<file path="src/rtl/bclm_pkg.sv">
package bclm_pkg;

  // Request kinds carried in the kind field.
  typedef enum logic [2:0] {
    KIND_SET  = 3'd0,
    KIND_AND  = 3'd1,
    KIND_OR   = 3'd2,
    KIND_XOR  = 3'd3,
    KIND_SWAP = 3'd4,
    KIND_TICK = 3'd5
  } kind_t;

  // Colour plane selects.
  localparam logic [1:0] PLANE_RED   = 2'b01;
  localparam logic [1:0] PLANE_GREEN = 2'b10;

  typedef logic [7:0] pixel_row_t;

endpackage

</file>
<file path="src/rtl/bicolor_led_matrix_scanner.sv">
// Bicolour LED matrix scanner with two buffered row stores.
// Input channel (in_valid / in_stall) carries one request per cycle when not
// stalled: set a row of the drawing buffer, AND, OR or XOR a mask into it,
// swap the drawing and shown buffers, or give one scan tick. Colour bit 0
// picks the red plane, bit 1 the green plane. Only a scan tick produces a
// result on the output channel (out_valid / out_stall): the active-low row
// select, the bit-reversed green and red column bytes of the shown row, its
// index and a frame-end mark. A request is captured in the input register and
// processed, by one row read-modify-write or row readout, as it leaves that
// register; a tick result is loaded into the output register then, so
// out_valid rises in the cycle after the tick leaves the input register.
// When the receiver stalls, the output register holds its result; further
// non-tick requests still flow, and a second tick waits in the input register,
// which raises in_stall until the output is taken.
// Reset clears both row stores, shows buffer one, draws into buffer zero and
// restarts the scan at row zero; both channels come out of reset empty.
module bicolor_led_matrix_scanner import bclm_pkg::*; #(
  parameter int ROWS = 8
) (
  input  logic       clk,
  input  logic       rst,
  input  logic       in_valid,
  output logic       in_stall,
  input  logic [2:0] kind,
  input  logic [2:0] row,
  input  logic [7:0] value,
  input  logic [1:0] colour,
  output logic       out_valid,
  input  logic       out_stall,
  output logic [7:0] row_select,
  output logic [7:0] green_columns,
  output logic [7:0] red_columns,
  output logic [2:0] row_index,
  output logic       frame_end
);

  localparam int RW = (ROWS > 1) ? $clog2(ROWS) : 1;

  // Row stores, indexed by buffer then row.
  pixel_row_t green_store [2][ROWS];
  pixel_row_t red_store   [2][ROWS];
  logic       shown;
  logic [RW-1:0] scan_row;

  // Input register.
  logic       s1_valid;
  kind_t      s1_kind;
  logic [2:0] s1_row;
  logic [7:0] s1_value;
  logic [1:0] s1_colour;

  logic s1_tick;
  logic s1_advance;
  logic s1_modify;
  logic row_ok;
  logic [4:0] row_ext;
  logic [4:0] scan_ext;
  logic [RW-1:0] rd_row;
  logic rd_buf;
  pixel_row_t green_rd, red_rd;
  pixel_row_t green_new, red_new;
  logic [7:0] sel_next;
  logic frame_next;
  logic [RW-1:0] scan_row_next;

  function automatic pixel_row_t combine(kind_t k, pixel_row_t old, pixel_row_t v);
    pixel_row_t r;
    case (k)
      KIND_SET: r = v;
      KIND_AND: r = old & v;
      KIND_OR:  r = old | v;
      default:  r = old ^ v;
    endcase
    return r;
  endfunction

  function automatic pixel_row_t reverse_byte(pixel_row_t b);
    pixel_row_t r;
    for (int i = 0; i < 8; i++) begin
      r[7-i] = b[i];
    end
    return r;
  endfunction

  // Handshake: a non-tick request always drains; a tick needs the output slot.
  assign s1_tick    = s1_valid && (s1_kind == KIND_TICK);
  assign s1_advance = s1_valid && (!s1_tick || !out_valid || !out_stall);
  assign in_stall   = s1_valid && !s1_advance;

  // Row addressing and the single store read port.
  always_comb begin
    row_ext   = {2'b00, s1_row};
    scan_ext  = 5'(scan_row);
    row_ok    = row_ext < 5'(ROWS);
    s1_modify = (s1_kind inside {KIND_SET, KIND_AND, KIND_OR, KIND_XOR}) && row_ok;
    if (s1_kind == KIND_TICK) begin
      rd_buf = shown;
      rd_row = scan_row;
    end else begin
      rd_buf = !shown;
      rd_row = row_ext[RW-1:0];
    end
    green_rd  = green_store[rd_buf][rd_row];
    red_rd    = red_store[rd_buf][rd_row];
    green_new = combine(s1_kind, green_rd, s1_value);
    red_new   = combine(s1_kind, red_rd, s1_value);
  end

  // Tick result and scan advance.
  always_comb begin
    for (int i = 0; i < 8; i++) begin
      sel_next[i] = scan_ext != 5'(i);
    end
    frame_next = scan_row == RW'(ROWS - 1);
    scan_row_next = frame_next ? '0 : scan_row + RW'(1);
  end

  // Input register.
  always_ff @(posedge clk) begin
    if (rst) begin
      s1_valid <= 1'b0;
    end else if (!in_stall) begin
      s1_valid <= in_valid;
    end
    if (!in_stall && in_valid) begin
      s1_kind   <= kind_t'(kind);
      s1_row    <= row;
      s1_value  <= value;
      s1_colour <= colour;
    end
  end

  // Stores, buffer select and scan position.
  always_ff @(posedge clk) begin
    if (rst) begin
      for (int b = 0; b < 2; b++) begin
        for (int r = 0; r < ROWS; r++) begin
          green_store[b][r] <= '0;
          red_store[b][r]   <= '0;
        end
      end
      shown    <= 1'b1;
      scan_row <= '0;
    end else if (s1_advance) begin
      if (s1_modify) begin
        if ((s1_colour & PLANE_RED) != 2'b00) begin
          red_store[!shown][rd_row] <= red_new;
        end
        if ((s1_colour & PLANE_GREEN) != 2'b00) begin
          green_store[!shown][rd_row] <= green_new;
        end
      end
      if (s1_kind == KIND_SWAP) begin
        shown <= !shown;
      end
      if (s1_tick) begin
        scan_row <= scan_row_next;
      end
    end
  end

  // Output register.
  always_ff @(posedge clk) begin
    if (rst) begin
      out_valid <= 1'b0;
    end else if (s1_advance && s1_tick) begin
      out_valid <= 1'b1;
    end else if (!out_stall) begin
      out_valid <= 1'b0;
    end
    if (s1_advance && s1_tick) begin
      row_select    <= sel_next;
      green_columns <= reverse_byte(green_rd);
      red_columns   <= reverse_byte(red_rd);
      row_index     <= scan_ext[2:0];
      frame_end     <= frame_next;
    end
  end

  // A new result only follows a tick leaving the input register.
  a_result_from_tick: assert property (@(posedge clk) disable iff (rst)
    $rose(out_valid) |-> $past(s1_advance && s1_tick))
    else $error("result appeared without a scan tick");

  // Frame end marks the last row only.
  a_frame_end_row: assert property (@(posedge clk) disable iff (rst)
    (out_valid && frame_end) |-> (row_index == 3'(ROWS - 1)))
    else $error("frame end on a row other than the last");

  // At most one row is driven.
  a_one_row: assert property (@(posedge clk) disable iff (rst)
    out_valid |-> ($countones(~row_select) <= 1))
    else $error("more than one row selected");

  // The scan position stays inside the matrix.
  a_scan_range: assert property (@(posedge clk) disable iff (rst)
    scan_row <= RW'(ROWS - 1))
    else $error("scan row out of range");

  // A swap request flips the shown buffer.
  a_swap_flips: assert property (@(posedge clk) disable iff (rst)
    (s1_advance && s1_kind == KIND_SWAP) |=> (shown != $past(shown)))
    else $error("swap did not change the shown buffer");

endmodule
</file>
<file path="config.mk">
export PLATFORM = sky130hd
export DESIGN_NAME = bicolor_led_matrix_scanner
export DESIGN_NICKNAME = d
export VERILOG_FILES = /design/src/rtl/bclm_pkg.sv /design/src/rtl/bicolor_led_matrix_scanner.sv
export SDC_FILE = /design/constraint.sdc
export NUM_CORES = 1
export LEC_CHECK = 0
export BUFFER_PORTS_ARGS = -buffer_cell sky130_fd_sc_hd__buf_2
export CAP_MARGIN = 0
export CORE_MARGIN = 2
export CORE_UTILIZATION = 56
export DETAILED_ROUTE_END_ITERATION = 10
export MAX_ROUTING_LAYER = met4
export PLACE_DENSITY_LB_ADDON = 0.3
export SLEW_MARGIN = 20
export SYNTH_ARGS = -nofsm -noshare
export SYNTH_HDL_FRONTEND = slang
export SYNTH_SLANG_ARGS = --single-unit
</file>
<file path="constraint.sdc">
create_clock -name clk -period 4.2 [get_ports clk]
set_input_delay 0.84 -clock clk [delete_from_list [all_inputs] [get_ports clk]]
set_output_delay 0.84 -clock clk [all_outputs]
set_load 0.02 [all_outputs]
</file>
==> flow_summary.ini <==
[run_status]
status = complete, no violations

[timing]
finalHoldViolations = 0
finalCritPeriodShare = 0.975
grt_setup_unrepaired = false
finalSetupViolCount = 0
max_freq_mhz = 244
final.setup.worst_slack_ns = 0.107
fin_crit_ns = 4.09
slew_headroom = 0.267
setup_tns_ns = 0
tightest_slew_ns = 1.10
slew_viol_final = 0
clock_skew_ns = 0.0164

[yosys]
yosysWarnings = 0
ys_seq_area_frac = 0.602
synthFlopType = edfxtp_1
async_flop_share = 0
synth_edf_count = 300
yosys_register_bits = 306
syn_nets = 1284
syn_inst = 1226
synth_area_um2 = 15200
ys_types = 60
postSynthAreaPerCell_um2 = 12.4

[critical_path]
start_kind = register
path_cells = buf_4 -> nand3b_4 -> buf_12 -> nor3_2 -> nor2_2 -> o31ai_1 -> or4_1 -> ha_1 -> a211oi_1 -> a31oi_1 -> o22ai_1 -> buf_4 -> nor2_2
worstSetupStartpoint = s1_kind[0]$_DFFE_PP_
worst_path_max_delay_cell = o31ai_1
path_buf_inv = 3
path_delay_family = simple AND/OR/NAND/NOR gates
path_max_fanout = 33
worstReg2RegStart = s1_kind[0]$_DFFE_PP_
cp-end-kind = register
slowest_delay_ns = 0.56
required_ns = 4.53
arrival_ns = 4.42
worst-setup-path-type = reg -> reg

[cts]
cts-root-buf = clkbuf_16
cts_tree = done
clockBufferDepth = 3
ctsHoldBuffers = 0
clkSinkCount = 306
numCtsBuffers = 31
insertion_delay_ns = 0.58
path_clk_slew_ns = 0.06
htreeDepth = 1

[pwr]
p_leak_uw = 0.00670
seqPwrFrac = 0.494
intPower_uw = 5380
p_sw_frac = 0.246
switching_power_uw = 1760
pwr-share-clk = 0.395
p_per_area_nw_per_um2 = 417
ir_drop_mv = 0.287
combPwrFrac = 0.110

[floorplanning]
die_area_um2 = 28400
die_w_um = 169
die_h_um = 169
design.core.area_um2 = 26800
rows = 60
start_util = 0.566
pin_count = 50

[finish]
layout-drive-gt1-share = 0.166
fillCellCount = 1969
finalInstanceArea_um2 = 17100
nets = 1363
multiInputGateArea_um2 = 5560
register_area_um2 = 9130
syn2layout_area_growth_pct = 12.9

[route]
highest_layer = met4
drc = 0
num_vias = 10900
dr.pass1.iters = 6
wl_met1_um = 17800
via_per_inst = 6.52
wl_met2_um = 20000
finalWirelength_um = 44700
ant_nets = 0
route.met3.wl_um = 5380
drt_iter0_drc = 1479
wire_per_inst_um = 26.7

[placed_design]
post-place-ws_ns = -0.000240
hpwl_um = 30200
place.gp.congestion = 0.929
io_buffers = 49
placedInstanceArea_um2 = 16000

[min_path]
hp-class = in -> reg
min_from = row[2]

[grt]
antenna_found_initial = 1
grt_pass1_wl_um = 64600
grt_usage = 0.320
grt_pass1_vias = 10100
grt_overflow_total = 0
grt_max_degree = 39

[job]
maxCapViolations = 0
worst register-to-register path: stages (launching register included):
cell,delay [ns]
edfxtp_1,0.36
buf_4,0.37
nand3b_4,0.24
buf_12,0.20
nor3_2,0.41
nor2_2,0.22
o31ai_1,0.56
or4_1,0.34
ha_1,0.21
a211oi_1,0.07
a31oi_1,0.17
o22ai_1,0.11
buf_4,0.23
nor2_2,0.36
Yosys cell counts, types with 2 or more instances:
cell,count,share of area
a221oi_1,5,0.0029
nor3_1,10,0.0033
nor3_2,2,0.0013
buf_1,3,0.00074
a211oi_1,15,0.0074
nor4_2,4,0.0033
nand3_1,5,0.0017
a31oi_1,9,0.0037
o22ai_1,25,0.010
nor3b_1,4,0.0020
a2111oi_2,2,0.0020
buf_4,12,0.0059
dfxtp_1,6,0.0079
nor2_1,201,0.050
clkbuf_1,27,0.0067
mux4_2,18,0.027
nand3b_1,2,0.00099
xnor2_1,2,0.0012
a221oi_2,2,0.0020
edfxtp_1,300,0.59
o21ai_0,19,0.0063
mux2i_1,136,0.090
or4_1,3,0.0015
nor4_1,8,0.0033
and3b_1,3,0.0017
o311a_1,3,0.0020
a21oi_1,69,0.023
ha_1,38,0.031
nand2_1,135,0.033
nor2b_1,8,0.0033
a21o_1,14,0.0069
or2_1,3,0.0012
and2_1,6,0.0025
buf_6,6,0.0045
nand2_4,2,0.0015
inv_1,31,0.0077
a221o_1,10,0.0066
nand2b_1,25,0.010
and3_1,2,0.00083
o21ai_1,4,0.0013
buf_2,23,0.0076
mux2_2,6,0.0045
cell type report:
| cell class | instances | share of cell area |
|---|---|---|
| Antenna cell | 1 | 0.000146 |
| Clock buffer | 35 | 0.0462 |
| Clock inverter | 21 | 0.0135 |
| Inverter | 32 | 0.00702 |
| Multi-Input combinational cell | 816 | 0.325 |
| Sequential cell | 306 | 0.534 |
| Tap cell | 341 | 0.0249 |
| Timing Repair Buffer | 118 | 0.0496 |
through the flow:
stage | total power [µW] | utilization | hold WS [ns] | std cells
final | 7140 | 0.639 | 0.444 | 1670
after global routing | 7310 | 0.639 | 0.437 | 1670
after CTS | 7100 | 0.635 | 0.436 | 1665
after detailed placement | 4340 | 0.597 | 0.523 | 1609
after global placement | 4320 | 0.597 | 0.513 | 1609
after floorplan | 4040 | - | 0.435 | 1226
state kept, by name (all words and copies together) (netlist names):
| name | count |
|---|---|
| frame_end | 1 |
| green_columns | 8 |
| green_store | 128 |
| out_valid | 1 |
| red_columns | 8 |
| red_store | 128 |
| row_index | 3 |
| row_select | 8 |
| s1_colour | 2 |
| s1_kind | 3 |
| s1_row | 3 |
| s1_valid | 1 |
| s1_value | 8 |
| scan_row | 3 |
| shown | 1 |
cell families (layout without fill, tap and decap cells):
family	after synthesis	after routing	synth area share
AO/OA/AOI/OAI	183	183	0.0791
multiplexers	163	163	0.124
buffers and inverters	104	206	0.0343
adder cells (fa/ha/maj)	38	38	0.0314
flip-flops	306	306	0.602
other	0	1	0
AND/OR/NAND/NOR	429	429	0.126
XOR/XNOR	3	3	0.00297
layer usage:
| layer | global-route usage | vias to the layer above |
|---|---|---|
| li1 | - | 4670 |
| met1 | 0.451 | 5330 |
| met2 | 0.482 | 780 |
| met3 | 0.0603 | 111 |
| met4 | 0.0930 | 0 |
| met5 | - | - |
power groups by stage:
stage / Clock, µW / Combinational (µW) / Sequential, µW
2_1_floorplan: 0 / 474 / 3560
5_1_grt: 2950 / 829 / 3530
3_3_place_gp: 0 / 740 / 3580
6_report: 2820 / 788 / 3530
4_1_cts: 2820 / 754 / 3530
3_5_place_dp: 0 / 750 / 3590
layout by cell type (no fill, tap or decap), drive strengths merged, types with 2 or more instances in the layout:
cell type  instances
and3b              3
bufinv             5
nor4              12
o21ai             24
clkinv            15
a221o             10
dfxtp              6
ha                38
o22ai             26
nor2             202
edfxtp           300
mux2i            138
inv               32
clkbuf            35
a31oi              9
o311a              3
mux2               7
nor3              12
a21o              14
xnor2              3
and3               2
buf              118
or2                3
nand3b             3
mux4              18
nand3              5
or4                3
and2               6
nor3b              4
a2111oi            2
a221oi             7
nor2b              8
a21oi             70
a211oi            15
nand2b            25
nand2            138
final timing paths:
check                          endpoint  slack [ns]  depth (start not counted)
max          red_store[1][28]$_DFFE_PP_        0.11                         13
min                 s1_row[2]$_DFFE_PP_        0.44                          1
min reg2reg      out_valid$_SDFFE_PP0P_        0.52                          2
max reg2reg  red_store[1][28]$_DFFE_PP_        0.11                         13
repair_timing:
action,4_1_cts,5_1_grt
gates resized for setup,0,9
setup endpoints to repair,0,64
buffers inserted,0,3
Note: power is estimated with default switching activity, not from simulation.
